==> config.mk <==
export PLATFORM = sky130hd
export DESIGN_NAME = aer_frame_decoder
export DESIGN_NICKNAME = d
export VERILOG_FILES = /design/src/rtl/core/aer_pkg.sv /design/src/rtl/core/aer_front.sv /design/src/rtl/core/aer_queue.sv /design/src/rtl/core/aer_back.sv /design/src/rtl/core/aer_frame_decoder.sv
export VERILOG_INCLUDE_DIRS = /design/src /design/src/rtl/core
export SDC_FILE = /design/constraint.sdc
export NUM_CORES = 1
export LEC_CHECK = 0
export BUFFER_PORTS_ARGS = -buffer_cell sky130_fd_sc_hd__buf_2
export CORE_ASPECT_RATIO = 1.5
export CORE_MARGIN = 2
export CORE_UTILIZATION = 55
export CTS_CLUSTER_DIAMETER = 80
export DETAILED_ROUTE_END_ITERATION = 10
export HOLD_SLACK_MARGIN = 0.06
export MAX_ROUTING_LAYER = met4
export PLACE_DENSITY = 0.82
export SYNTH_ARGS = -nofsm -noshare
export SYNTH_HDL_FRONTEND = slang
export SYNTH_HIERARCHICAL = 1
export SYNTH_SLANG_ARGS = --single-unit
==> constraint.sdc <==
create_clock -name clock -period 22.6 [get_ports clock]
set_clock_uncertainty 0.15 [all_clocks]
set_input_delay 2.26 -clock clock [delete_from_list [all_inputs] [get_ports clock]]
set_output_delay 2.26 -clock clock [all_outputs]
set_load 0.01 [all_outputs]
==> src/rtl/core/aer_frame_decoder_assert.svh <==
// assertion macros shared by the frame decoder modules
`ifndef AER_FRAME_DECODER_ASSERT_SVH
`define AER_FRAME_DECODER_ASSERT_SVH

// same-cycle implication, disabled during reset
`define AER_ASSERT_IMPLY(label, clk, rst, ante, cons) \
   label: assert property (@(posedge clk) disable iff (rst) (ante) |-> (cons)) \
      else $error("aer decoder: same-cycle check failed");

// next-cycle implication, disabled during reset
`define AER_ASSERT_NEXT(label, clk, rst, ante, cons) \
   label: assert property (@(posedge clk) disable iff (rst) (ante) |=> (cons)) \
      else $error("aer decoder: next-cycle check failed");

`endif

==> src/rtl/core/aer_pkg.sv <==
// shared types and constants for the aer frame decoder
package aer_pkg;

   localparam logic [3:0] HDR_LEN     = 4'd12;
   localparam logic [3:0] MAGIC_LEN   = 4'd4;
   localparam logic [3:0] DIGIT_LIMIT = 4'd10;

   localparam logic [2:0] ST_OK       = 3'd0;
   localparam logic [2:0] ST_SHORT    = 3'd1;
   localparam logic [2:0] ST_MAGIC    = 3'd2;
   localparam logic [2:0] ST_TRUNC    = 3'd3;
   localparam logic [2:0] ST_OVERFLOW = 3'd4;

   localparam logic [1:0] KIND_MAGIC = 2'd0;
   localparam logic [1:0] KIND_TIME  = 2'd1;
   localparam logic [1:0] KIND_DIGIT = 2'd2;

   localparam logic [1:0] FIELD_DELTA   = 2'd0;
   localparam logic [1:0] FIELD_ADDRESS = 2'd1;
   localparam logic [1:0] FIELD_VALUE   = 2'd2;

   localparam int QUEUE_DEPTH = 4;
   localparam int QUEUE_AW    = 2;

   // one classified request on its way to the back end
   typedef struct packed {
      logic [1:0] kind;
      logic [2:0] lane;
      logic       magic_bad;
      logic       hdr_short;
      logic [7:0] data;
      logic       eof;
   } tok_type;

   function automatic logic [7:0] magic_byte(input logic [1:0] idx);
      logic [7:0] b;
      case (idx)
         2'd0: b = 8'h41;
         2'd1: b = 8'h45;
         2'd2: b = 8'h52;
         default: b = 8'h31;
      endcase
      return b;
   endfunction

endpackage

==> src/rtl/core/aer_front.sv <==
// front end: header tracking, magic check and request classification
module aer_front (
   input  logic             clock,
   input  logic             reset,
   input  logic             req_valid,
   output logic             req_ready,
   input  logic [7:0]       req_data_byte,
   input  logic             req_end_of_frame,
   input  logic             queue_full,
   output logic             push_valid,
   output aer_pkg::tok_type push_tok
);
   import aer_pkg::*;

   logic [3:0] hdr_cnt_ff, hdr_cnt_in;
   logic       mism_ff, mism_in;
   logic [3:0] hdr_after;
   logic [3:0] lane_full;
   logic       in_header;
   logic       byte_bad;
   logic       accept;

   assign req_ready  = !queue_full;
   assign accept     = req_valid && !queue_full;
   assign push_valid = accept;

   always_comb begin
      in_header = hdr_cnt_ff < HDR_LEN;
      byte_bad  = (hdr_cnt_ff < MAGIC_LEN) && (req_data_byte != magic_byte(hdr_cnt_ff[1:0]));
      hdr_after = in_header ? hdr_cnt_ff + 4'd1 : hdr_cnt_ff;
      lane_full = hdr_cnt_ff - MAGIC_LEN;

      push_tok.data      = req_data_byte;
      push_tok.eof       = req_end_of_frame;
      push_tok.lane      = lane_full[2:0];
      push_tok.hdr_short = hdr_after < HDR_LEN;
      push_tok.magic_bad = 1'b0;
      if (!in_header) begin
         push_tok.kind = KIND_DIGIT;
      end else if (hdr_cnt_ff < MAGIC_LEN) begin
         push_tok.kind = KIND_MAGIC;
      end else begin
         push_tok.kind = KIND_TIME;
      end
      // mismatch is reported once the whole header is in
      if (in_header && (hdr_after == HDR_LEN)) begin
         push_tok.magic_bad = mism_ff || byte_bad;
      end

      hdr_cnt_in = hdr_cnt_ff;
      mism_in    = mism_ff;
      if (accept) begin
         if (req_end_of_frame) begin
            hdr_cnt_in = 4'd0;
            mism_in    = 1'b0;
         end else begin
            hdr_cnt_in = hdr_after;
            mism_in    = mism_ff || byte_bad;
         end
      end
   end

   always_ff @(posedge clock) begin
      if (reset) begin
         hdr_cnt_ff <= 4'd0;
         mism_ff    <= 1'b0;
      end else begin
         hdr_cnt_ff <= hdr_cnt_in;
         mism_ff    <= mism_in;
      end
   end

endmodule

==> src/rtl/core/aer_queue.sv <==
// short request queue between front and back ends
`include "aer_frame_decoder_assert.svh"

module aer_queue (
   input  logic             clock,
   input  logic             reset,
   input  logic             push_valid,
   input  aer_pkg::tok_type push_tok,
   output logic             full,
   output logic             pop_valid,
   input  logic             pop_ready,
   output aer_pkg::tok_type pop_tok
);
   import aer_pkg::*;

   tok_type             mem_ff [QUEUE_DEPTH];
   logic [QUEUE_AW-1:0] wr_ptr_ff, wr_ptr_in;
   logic [QUEUE_AW-1:0] rd_ptr_ff, rd_ptr_in;
   logic [QUEUE_AW:0]   cnt_ff, cnt_in;
   logic                push, pop;

   assign full      = cnt_ff == (QUEUE_AW+1)'(QUEUE_DEPTH);
   assign pop_valid = cnt_ff != '0;
   assign pop_tok   = mem_ff[rd_ptr_ff];
   assign push      = push_valid && !full;
   assign pop       = pop_valid && pop_ready;

   always_comb begin
      wr_ptr_in = push ? wr_ptr_ff + 1'b1 : wr_ptr_ff;
      rd_ptr_in = pop ? rd_ptr_ff + 1'b1 : rd_ptr_ff;
      cnt_in    = cnt_ff;
      if (push && !pop) begin
         cnt_in = cnt_ff + 1'b1;
      end else if (pop && !push) begin
         cnt_in = cnt_ff - 1'b1;
      end
   end

   always_ff @(posedge clock) begin
      if (push) begin
         mem_ff[wr_ptr_ff] <= push_tok;
      end
   end

   always_ff @(posedge clock) begin
      if (reset) begin
         wr_ptr_ff <= '0;
         rd_ptr_ff <= '0;
         cnt_ff    <= '0;
      end else begin
         wr_ptr_ff <= wr_ptr_in;
         rd_ptr_ff <= rd_ptr_in;
         cnt_ff    <= cnt_in;
      end
   end

   `AER_ASSERT_IMPLY(a_no_push_when_full, clock, reset, push_valid, !full)

endmodule

==> src/rtl/core/aer_back.sv <==
// back end: varint decode, timestamp accumulation, status and response register
`include "aer_frame_decoder_assert.svh"

module aer_back (
   input  logic             clock,
   input  logic             reset,
   input  logic             pop_valid,
   output logic             pop_ready,
   input  aer_pkg::tok_type pop_tok,
   output logic             rsp_valid,
   input  logic             rsp_ready,
   output logic             rsp_event_valid,
   output logic [63:0]      rsp_event_time,
   output logic [31:0]      rsp_event_address,
   output logic [7:0]       rsp_event_value,
   output logic             rsp_frame_done,
   output logic [2:0]       rsp_frame_status
);
   import aer_pkg::*;

   logic [63:0] run_time_ff, run_time_in;
   logic [63:0] acc_ff, acc_in;
   logic [3:0]  digit_ff, digit_in;
   logic [1:0]  field_ff, field_in;
   logic [31:0] addr_ff, addr_in;
   logic [2:0]  err_ff, err_in;

   logic        rsp_valid_ff;
   logic        rsp_event_valid_ff;
   logic [63:0] rsp_event_time_ff;
   logic [31:0] rsp_event_address_ff;
   logic [7:0]  rsp_event_value_ff;
   logic        rsp_frame_done_ff;
   logic [2:0]  rsp_frame_status_ff;

   logic        ev;
   logic [63:0] ev_time;
   logic [31:0] ev_addr;
   logic [7:0]  ev_val;
   logic [2:0]  status;
   logic [6:0]  dig_shift;
   logic [63:0] dig_part;
   logic [63:0] acc_new;
   logic [3:0]  digit_inc;
   logic        has_rsp;
   logic        slot_free;
   logic        step;

   always_comb begin
      run_time_in = run_time_ff;
      acc_in      = acc_ff;
      digit_in    = digit_ff;
      field_in    = field_ff;
      addr_in     = addr_ff;
      err_in      = err_ff;
      ev          = 1'b0;
      ev_time     = 64'd0;
      ev_addr     = 32'd0;
      ev_val      = 8'd0;

      // digit position times seven; only bit zero survives at the top digit
      dig_shift = ({3'd0, digit_ff} << 3) - {3'd0, digit_ff};
      dig_part  = dig_shift[6] ? 64'd0 : ({57'd0, pop_tok.data[6:0]} << dig_shift[5:0]);
      acc_new   = acc_ff | dig_part;
      digit_inc = digit_ff + 4'd1;

      if (err_ff == ST_OK) begin
         case (pop_tok.kind)
            KIND_MAGIC: begin
               if (pop_tok.magic_bad) begin
                  err_in = ST_MAGIC;
               end
            end
            KIND_TIME: begin
               run_time_in = run_time_ff | ({56'd0, pop_tok.data} << {pop_tok.lane, 3'b000});
               if (pop_tok.magic_bad) begin
                  err_in = ST_MAGIC;
               end
            end
            KIND_DIGIT: begin
               if (!pop_tok.data[7]) begin
                  case (field_ff)
                     FIELD_DELTA: begin
                        run_time_in = run_time_ff + acc_new;
                        field_in    = FIELD_ADDRESS;
                     end
                     FIELD_ADDRESS: begin
                        addr_in  = acc_new[31:0];
                        field_in = FIELD_VALUE;
                     end
                     default: begin
                        ev       = 1'b1;
                        ev_time  = run_time_ff;
                        ev_addr  = addr_ff;
                        ev_val   = acc_new[7:0];
                        field_in = FIELD_DELTA;
                     end
                  endcase
                  acc_in   = 64'd0;
                  digit_in = 4'd0;
               end else begin
                  acc_in   = acc_new;
                  digit_in = digit_inc;
                  if (digit_inc >= DIGIT_LIMIT) begin
                     err_in = ST_OVERFLOW;
                  end
               end
            end
            default: begin
            end
         endcase
      end

      if (err_in != ST_OK) begin
         status = err_in;
      end else if (pop_tok.hdr_short) begin
         status = ST_SHORT;
      end else if ((digit_in != 4'd0) || (field_in != FIELD_DELTA)) begin
         status = ST_TRUNC;
      end else begin
         status = ST_OK;
      end

      // a request that needs no response slot never waits on the output
      has_rsp   = ev || pop_tok.eof;
      slot_free = !rsp_valid_ff || rsp_ready;
      pop_ready = !has_rsp || slot_free;
      step      = pop_valid && pop_ready;
   end

   always_ff @(posedge clock) begin
      if (reset) begin
         run_time_ff <= 64'd0;
         acc_ff      <= 64'd0;
         digit_ff    <= 4'd0;
         field_ff    <= FIELD_DELTA;
         addr_ff     <= 32'd0;
         err_ff      <= ST_OK;
      end else if (step) begin
         if (pop_tok.eof) begin
            run_time_ff <= 64'd0;
            acc_ff      <= 64'd0;
            digit_ff    <= 4'd0;
            field_ff    <= FIELD_DELTA;
            addr_ff     <= 32'd0;
            err_ff      <= ST_OK;
         end else begin
            run_time_ff <= run_time_in;
            acc_ff      <= acc_in;
            digit_ff    <= digit_in;
            field_ff    <= field_in;
            addr_ff     <= addr_in;
            err_ff      <= err_in;
         end
      end
   end

   always_ff @(posedge clock) begin
      if (reset) begin
         rsp_valid_ff <= 1'b0;
      end else if (step && has_rsp) begin
         rsp_valid_ff <= 1'b1;
      end else if (rsp_ready) begin
         rsp_valid_ff <= 1'b0;
      end
   end

   always_ff @(posedge clock) begin
      if (step && has_rsp) begin
         rsp_event_valid_ff   <= ev;
         rsp_event_time_ff    <= ev_time;
         rsp_event_address_ff <= ev_addr;
         rsp_event_value_ff   <= ev_val;
         rsp_frame_done_ff    <= pop_tok.eof;
         rsp_frame_status_ff  <= pop_tok.eof ? status : ST_OK;
      end
   end

   assign rsp_valid         = rsp_valid_ff;
   assign rsp_event_valid   = rsp_event_valid_ff;
   assign rsp_event_time    = rsp_event_time_ff;
   assign rsp_event_address = rsp_event_address_ff;
   assign rsp_event_value   = rsp_event_value_ff;
   assign rsp_frame_done    = rsp_frame_done_ff;
   assign rsp_frame_status  = rsp_frame_status_ff;

   `AER_ASSERT_IMPLY(a_rsp_has_content, clock, reset, rsp_valid_ff, rsp_event_valid_ff || rsp_frame_done_ff)
   `AER_ASSERT_IMPLY(a_status_needs_done, clock, reset, rsp_valid_ff && !rsp_frame_done_ff, rsp_frame_status_ff == ST_OK)
   `AER_ASSERT_IMPLY(a_no_event_after_error, clock, reset, step && (err_ff != ST_OK), !ev)
   `AER_ASSERT_NEXT(a_error_sticky, clock, reset, (err_ff != ST_OK) && !(step && pop_tok.eof), err_ff == $past(err_ff))

endmodule

==> src/rtl/core/aer_frame_decoder.sv <==
// top level of the aer frame decoder
// path: a taken request is written into the queue, then passes the back end response
//   register; rsp_ready back-pressure can hold it in the queue before it is valid
// throughput: one byte per cycle while the queue has room; the varint merge and 64-bit
//   timestamp add are combinational; a four-entry queue decouples the front end
// reset: synchronous, clears all frame state, the queue and the response valid flag
module aer_frame_decoder (
   input  logic        clock,
   input  logic        reset,
   input  logic        req_valid,
   output logic        req_ready,
   input  logic [7:0]  req_data_byte,
   input  logic        req_end_of_frame,
   output logic        rsp_valid,
   input  logic        rsp_ready,
   output logic        rsp_event_valid,
   output logic [63:0] rsp_event_time,
   output logic [31:0] rsp_event_address,
   output logic [7:0]  rsp_event_value,
   output logic        rsp_frame_done,
   output logic [2:0]  rsp_frame_status
);
   import aer_pkg::*;

   tok_type push_tok;
   tok_type pop_tok;
   logic    push_valid;
   logic    queue_full;
   logic    pop_valid;
   logic    pop_ready;

   aer_front u_front (
      .clock            (clock),
      .reset            (reset),
      .req_valid        (req_valid),
      .req_ready        (req_ready),
      .req_data_byte    (req_data_byte),
      .req_end_of_frame (req_end_of_frame),
      .queue_full       (queue_full),
      .push_valid       (push_valid),
      .push_tok         (push_tok)
   );

   aer_queue u_queue (
      .clock      (clock),
      .reset      (reset),
      .push_valid (push_valid),
      .push_tok   (push_tok),
      .full       (queue_full),
      .pop_valid  (pop_valid),
      .pop_ready  (pop_ready),
      .pop_tok    (pop_tok)
   );

   aer_back u_back (
      .clock             (clock),
      .reset             (reset),
      .pop_valid         (pop_valid),
      .pop_ready         (pop_ready),
      .pop_tok           (pop_tok),
      .rsp_valid         (rsp_valid),
      .rsp_ready         (rsp_ready),
      .rsp_event_valid   (rsp_event_valid),
      .rsp_event_time    (rsp_event_time),
      .rsp_event_address (rsp_event_address),
      .rsp_event_value   (rsp_event_value),
      .rsp_frame_done    (rsp_frame_done),
      .rsp_frame_status  (rsp_frame_status)
   );

endmodule
## Word-level counts from Yosys, hierarchy flattened

Memory sizes are Yosys's and may differ from the RTL's. A register that Yosys moved wholly into a read port is not among the register bits.
Index checks and enable logic that the tools add are counted.

| operators by class | value |
|---|---|
| bitwise operators | 4 |
| shifts and indexed selects | 2 |
| magnitude comparators | 4 |
| equality and inequality tests | 11 |
| reduce and logical (&&, ||, !) cells | 38 |
| muxes and demuxes | 52 |
| add/sub/neg operators | 9 |

Operators with widths:

| cell | number |
|---|---|
| $mux 64 | 9 |
| $mux 32 | 5 |
| $or 64x64->64 | 2 |
| $pmux 64 s2 | 1 |
| $add 64x64->64 | 1 |
| $shl 7x6->64 | 1 |
| $shl 8x6->64 | 1 |
| $mux 3 | 9 |
| $mux 4 | 6 |
| $pmux 7 s3 | 1 |
| $mux 2 | 8 |
| $reduce_bool 2->1 | 6 |
| $mux 1 | 11 |
| $reduce_and 5->1 | 2 |
| $reduce_bool 3->1 | 3 |
| $add 4x1->4 const B | 2 |
| $logic_and 1x1->1 | 8 |
| $lt 4x4->1 const B | 2 |
| $ne 8x7->1 | 1 |
| $sub 7x4->7 | 1 |
| $eq 2x1->1 const B | 3 |
| $logic_not 2->1 | 3 |
| $pmux 3 s2 | 1 |
| $logic_not 1->1 | 5 |
| 20 further kinds | 28 |

| storage, ports and cells | value |
|---|---|
| output and inout bits | 111 |
| bits in registers | 291 |
| logic and storage cells | 139 |
| input bits | 13 |
| memory bits (writable) | 64 |
| memories | 1 |

Memories:

| memory | words | width | rd ports | clocked after memory_dff | write ports | RTL line | RTL |
|---|---|---|---|---|---|---|---|
| u_queue.mem_ff | 4 | 16 | 1 | 1 | 1 | aer_queue.sv:16 | `tok_type mem_ff [QUEUE_DEPTH];` |

## Depth between registers and ports, before layout

| logic depth | value |
|---|---|
| depth in word-level cells | 13 |
| gate-level depth with buffers | 24 |

## Hierarchy

The synthesis kept the hierarchy.

Modules (own cells, without submodules):

| module | times used | cells an instance | seq. area each (µm²) | area an instance (µm²) |
|---|---|---|---|---|
| aer_back | 1 | 1842 | 6676.4 | 16000.3 |
| aer_queue | 1 | 132 | 2102.0 | 2795.2 |
| aer_front | 1 | 64 | 100.1 | 510.5 |

## Least setup slack after synthesis

No wires, ideal clock.

| timing | value |
|---|---|
| path type | input -> register |
| from | in rsp_ready |
| to | reg u_back.rsp_event_address_ff[0] (netlist: u_back/rsp_event_address[0]), enable pin |
| required time | 21.837 ns |
| setup time | 0.613 ns |
| stages on the path | 6 |
| buffers on the path | 1 |
| arrival | 8.067 ns |
| slack | 13.770 ns |
| cells stage by stage | nand2b_1 > o21bai_2 > and2_4 > buf_6 > inv_1 > a21oi_1 |

| between the ends | value |
|---|---|
| longest elaborated chain between the ends | 4 |

Ends and longest elaborated chain:

| what | RTL line | RTL |
|---|---|---|
| start: declaration | aer_frame_decoder.sv:15 | `input logic rsp_ready,` |
| $logic_or 1x1->1 | aer_back.sv:126 | `slot_free = !rsp_valid_ff \|\| rsp_ready;` |
| $logic_or 1x1->1 | aer_back.sv:127 | `pop_ready = !has_rsp \|\| slot_free;` |
| via pop_ready | aer_frame_decoder.sv:30 | `logic pop_ready;` |
| $logic_and 1x1->1 | aer_back.sv:128 | `step = pop_valid && pop_ready;` |
| $logic_and 1x1->1 | aer_back.sv:169 | `if (step && has_rsp) begin` |
| end signal: assignment | aer_back.sv:172 | `rsp_event_address_ff <= ev_addr;` |
| end: declaration | aer_back.sv:31 | `logic [31:0] rsp_event_address_ff;` |

The timed path passes the listed nets, and every way through them passes these cells.
A chain may end at the register's enable or synchronous reset.

## Worst setup path after layout

| timing | value |
|---|---|
| from | reg u_back.digit_ff[0] |
| to | reg u_back.run_time_ff[39] |

| between the ends | value |
|---|---|
| longest elaborated chain between the ends | 10 |

Ends and longest elaborated chain:

| what | RTL line | RTL |
|---|---|---|
| start: declaration | aer_back.sv:23 | `logic [3:0] digit_ff, digit_in;` |
| start signal: assignment | aer_back.sv:150 | `digit_ff <= digit_in;` |
| $sub 7x4->7 * | aer_back.sv:62 | `dig_shift = ({3'd0, digit_ff} << 3) - {3'd0, digit_ff};` |
| $shl 7x6->64 | aer_back.sv:63 | `dig_part = dig_shift[6] ? 64'd0 : ({57'd0, pop_tok.data[6:0]} << dig_shift[5:0]);` |
| $mux 64 * | aer_back.sv:63 |  |
| $or 64x64->64 * | aer_back.sv:64 | `acc_new = acc_ff \| dig_part;` |
| $add 64x64->64 * | aer_back.sv:84 | `run_time_in = run_time_ff + acc_new;` |
| $mux 64 * | aer_back.sv:82 | `case (field_ff)` |
| $mux 64 * | aer_back.sv:81 | `if (!pop_tok.data[7]) begin` |
| $pmux 64 s2 * | aer_back.sv:68 | `case (pop_tok.kind)` |
| $mux 64 * | aer_back.sv:67 | `if (err_ff == ST_OK) begin` |
| $mux 64 * | aer_back.sv:140 | `if (pop_tok.eof) begin` |
| end signal: assignment | aer_back.sv:148 | `run_time_ff <= run_time_in;` |
| end: declaration | aer_back.sv:21 | `logic [63:0] run_time_ff, run_time_in;` |

Mark *: on every way between the ends. The rest lies on a longest branch, timed or not. The select of a mux whose other input is x is not followed.

==> flow_summary.ini <==
[power_and_ir_drop]
ir_drop_uv = 87.40
totalPowerFinal_w = 0.002365
static-leakage-power_nw = 8.274
power_density_nw_per_um2 = 111.5

[logic_synthesis]
synthDistinctLibCells = 89
synth-seq-area-share_pct = 45.99
post_synth_edffs = 173
synth-async-reset-ratio_pct = 0
synth.most_common_cell = a21oi_1
synth_cells = 2038
synthFlopType = dfxtp_1
post_synth_main_area_contributors = edfxtp_1 (27%), dfxtp_1 (19%), a21oi_1 (6.6%), ha_1 (5.8%), nor2_1 (4.8%)
yosys_warnings = 6
post_synthesis_register_bit_count = 357
ys_top_cells_by_count = a21oi_1 (255), nor2_1 (249), dfxtp_1 (184)
postSynthAreaPerCell_um2 = 9.473
synth_top_area_share_pct = 26.91
mappedNetlistArea_um2 = 19310
synth.net_count = 2143
largest_area_contributor_in_the_synthesized_netlist = edfxtp_1

[setup_path]
worstSetupStartpoint = u_back/digit_ff[0]
path_max_fanout = 19
crit_family = compound AO/OA/AOI/OAI gates
timing.critical_path.required_ns = 22.84
timing.critical_path.cells = clkinv_1 -> ha_1 -> mux4_2 -> a21oi_1 -> nor2_1 -> a31oi_1 -> o21bai_1 -> ha_1 -> nand2_1 -> a2111oi_0 -> a211oi_1 -> o211ai_1 -> nand2_1 -> o21ba_2 -> o31ai_1 -> a31oi_1 -> xor2_1 -> o22ai_1
timing.critical_path.slowest_cell_delay_ns = 0.77
critPathLaunchType = flop
critPathArrivalTime_ns = 7.24
timing.critical_path.to_type = flop
timing.critical_path.buf_inv = 1
worst_r2r_startpoint = u_back/digit_ff[0]
crit_slowest_cell = ha_1
criticalPathCategory = reg -> reg

[cts]
cts_setup_buffers = 0
postCtsHoldBufs = 0
worstSkewPairLatency_ns = 0.55
htree_levels = 2
cts-root-to-sink-buffers = 3
cts-buffers-inserted = 35
ctsResizeCount = 0
tritoncts = yes
ctsRootBufferMaster = clkbuf_16
cts_num_sinks = 357
clkTransAtPathRegs_ns = 0.07

[finish]
n_antenna_cell = 0
fillCellCount = 2924
final_design_instance_area_without_fill_um2 = 21210
finish.net_count = 2188
postLayoutCoreUtil_pct = 60.97
syn_to_final_growth_pct = 9.870
fraction_of_layout_instances_using_a_drive_strength_above_1_pct = 12.33

[run]
max_cap_violations = 0

[sta]
final_setup_tns_ns = 0
achievable-frequency_ghz = 0.1428
finalHoldWorstSlack_ns = 0.3227
slew_headroom_pct = 21.02
setup_viol_count_final = 0
worstMarginPinSlew_ns = 1.182
final_max_slew_viol_count = 0
grt_setup_unrepaired = false
final_period_minus_worst_setup_slack_ns = 7.002
min_period_over_period_pct = 30.98
timing.final.hold_violations = 0

[die]
io_pins = 124
num_rows = 84
chipWidth_um = 157.0
die_y_um = 233.5
floorplan.die_area_um2 = 36650
core_area_um2 = 34790
floorplan.initialDensity_pct = 55.50

[detailed_routing]
drt-vias-per-instance = 6.271
drtPass1Iterations = 6
drt_drc_violations_left = 0
ant_nets = 0
vias = 16190
drt-wirelength-per-cell_um = 22.90
first_iter_violations = 1457
route.final.wire_length_mm = 59.13

[placement]
dpl_cell_area_um2 = 20040
buffer_ports.inserted = 123
post-dp-hpwl_mm = 41.49
globalplace.congestion = 1.024

[grt]
grt_start_max_net_pins = 101
globalRoute.totalOverflow = 0
wire_length_of_the_first_global_routing_pass_mm = 88.63
grt_usage_pct = 32.68
antenna_found_initial = 0
first_global_vias = 15630

[min_path]
timing.hold.worst.class = reg -> reg
hold_path.startpoint = u_back/addr_ff[16]

[run_status]
outcome = complete, no violations
-- layer usage --
layer / GRT usage [%] / vias to the layer above / routed length, um
li1: - / 7483 / -
met2: 55.50 / 757 / 29620
met5: - / - / 0
met1: 36.38 / 7720 / 21600
met3: 4.378 / 232 / 3867
met4: 19.87 / 0 / 4050
-- cell families after synthesis --
group           share of synthesized area (%)
xor+xnor                                3.493
simple gates                            16.38
compound gates                          21.29
mux                                     2.631
buf+inv                                 4.180
flops                                   45.99
fa+ha+maj                               6.040
-- through the flow --
stage                     instances  worst slack (ns)
after floorplan                2038             13.77
after global placement         2518             16.01
after detailed placement       2518             15.88
after CTS                      2581             15.75
after global routing           2582             15.18
final                          2582             15.60
-- worst min-delay path, stage by stage (launching register included) --
cell	delay, ns
dfxtp_1	0.31
nand2_1	0.06
a21oi_1	0.06
-- cell usage in the layout (no fill, tap or decap), drive strengths merged, types with 13 or more instances in the layout --
master | synthesis | routed
and2 | 106 | 106
a31oi | 19 | 19
nand2 | 125 | 125
inv | 42 | 47
nor2b | 13 | 13
a22oi | 64 | 64
nand2b | 13 | 13
xnor2 | 40 | 40
ha | 90 | 90
a21oi | 257 | 257
a21o | 62 | 62
nor3 | 35 | 35
xor2 | 37 | 37
nand3 | 29 | 29
dfxtp | 184 | 184
o22ai | 22 | 22
o21ai | 99 | 99
nor3b | 17 | 17
nor2 | 256 | 256
clkbuf | 87 | 43
o21bai | 31 | 31
a211oi | 30 | 30
buf | 45 | 140
edfxtp | 173 | 173
mux4 | 18 | 18
-- final timing paths --
check	to	slack, ns	depth (start not counted)
worst max-delay path	u_back/run_time_ff[39]	15.60	18
worst min-delay path	u_back/addr_ff[16]	0.32	2
worst max register to register	u_back/run_time_ff[39]	15.60	18
worst min register to register	u_back/addr_ff[16]	0.32	2
-- registers in the layout (all words and copies together), names as in the netlist, 3 cells and up, named ones only --
register / flops
u_back/rsp_event_time: 64
u_queue/cnt_ff: 3
u_back/rsp_frame_status: 3
u_queue/mem_ff: 64
u_back/rsp_event_value: 8
u_back/addr_ff: 32
u_back/err_ff: 3
u_back/acc_ff: 64
u_back/rsp_event_address: 32
u_back/run_time_ff: 64
u_front/hdr_cnt_ff: 4
u_back/digit_ff: 4
-- cell type report --
type                    count  area, um2  area share (%)
multi-input cells        1506       9663           45.56
flip-flops and latches    357       8879           41.86
clock buffers              43      939.7           4.430
repair buffers            140      743.2           3.504
well taps                 473      591.8           2.790
clock inverters            20      229.0           1.079
inverters                  43      166.4          0.7845
-- where the power goes --
| part | total (W) | switching [W] | internal [W] |
|---|---|---|---|
| clock | 0.000598 | 0.000262 | 0.000336 |
| sequential | 0.000866 | 0.0000518 | 0.000814 |
| combinational | 0.000901 | 0.000652 | 0.000249 |
| total | 0.00237 | 0.000966 | 0.00140 |
Note: power is estimated with default switching activity, not from simulation.
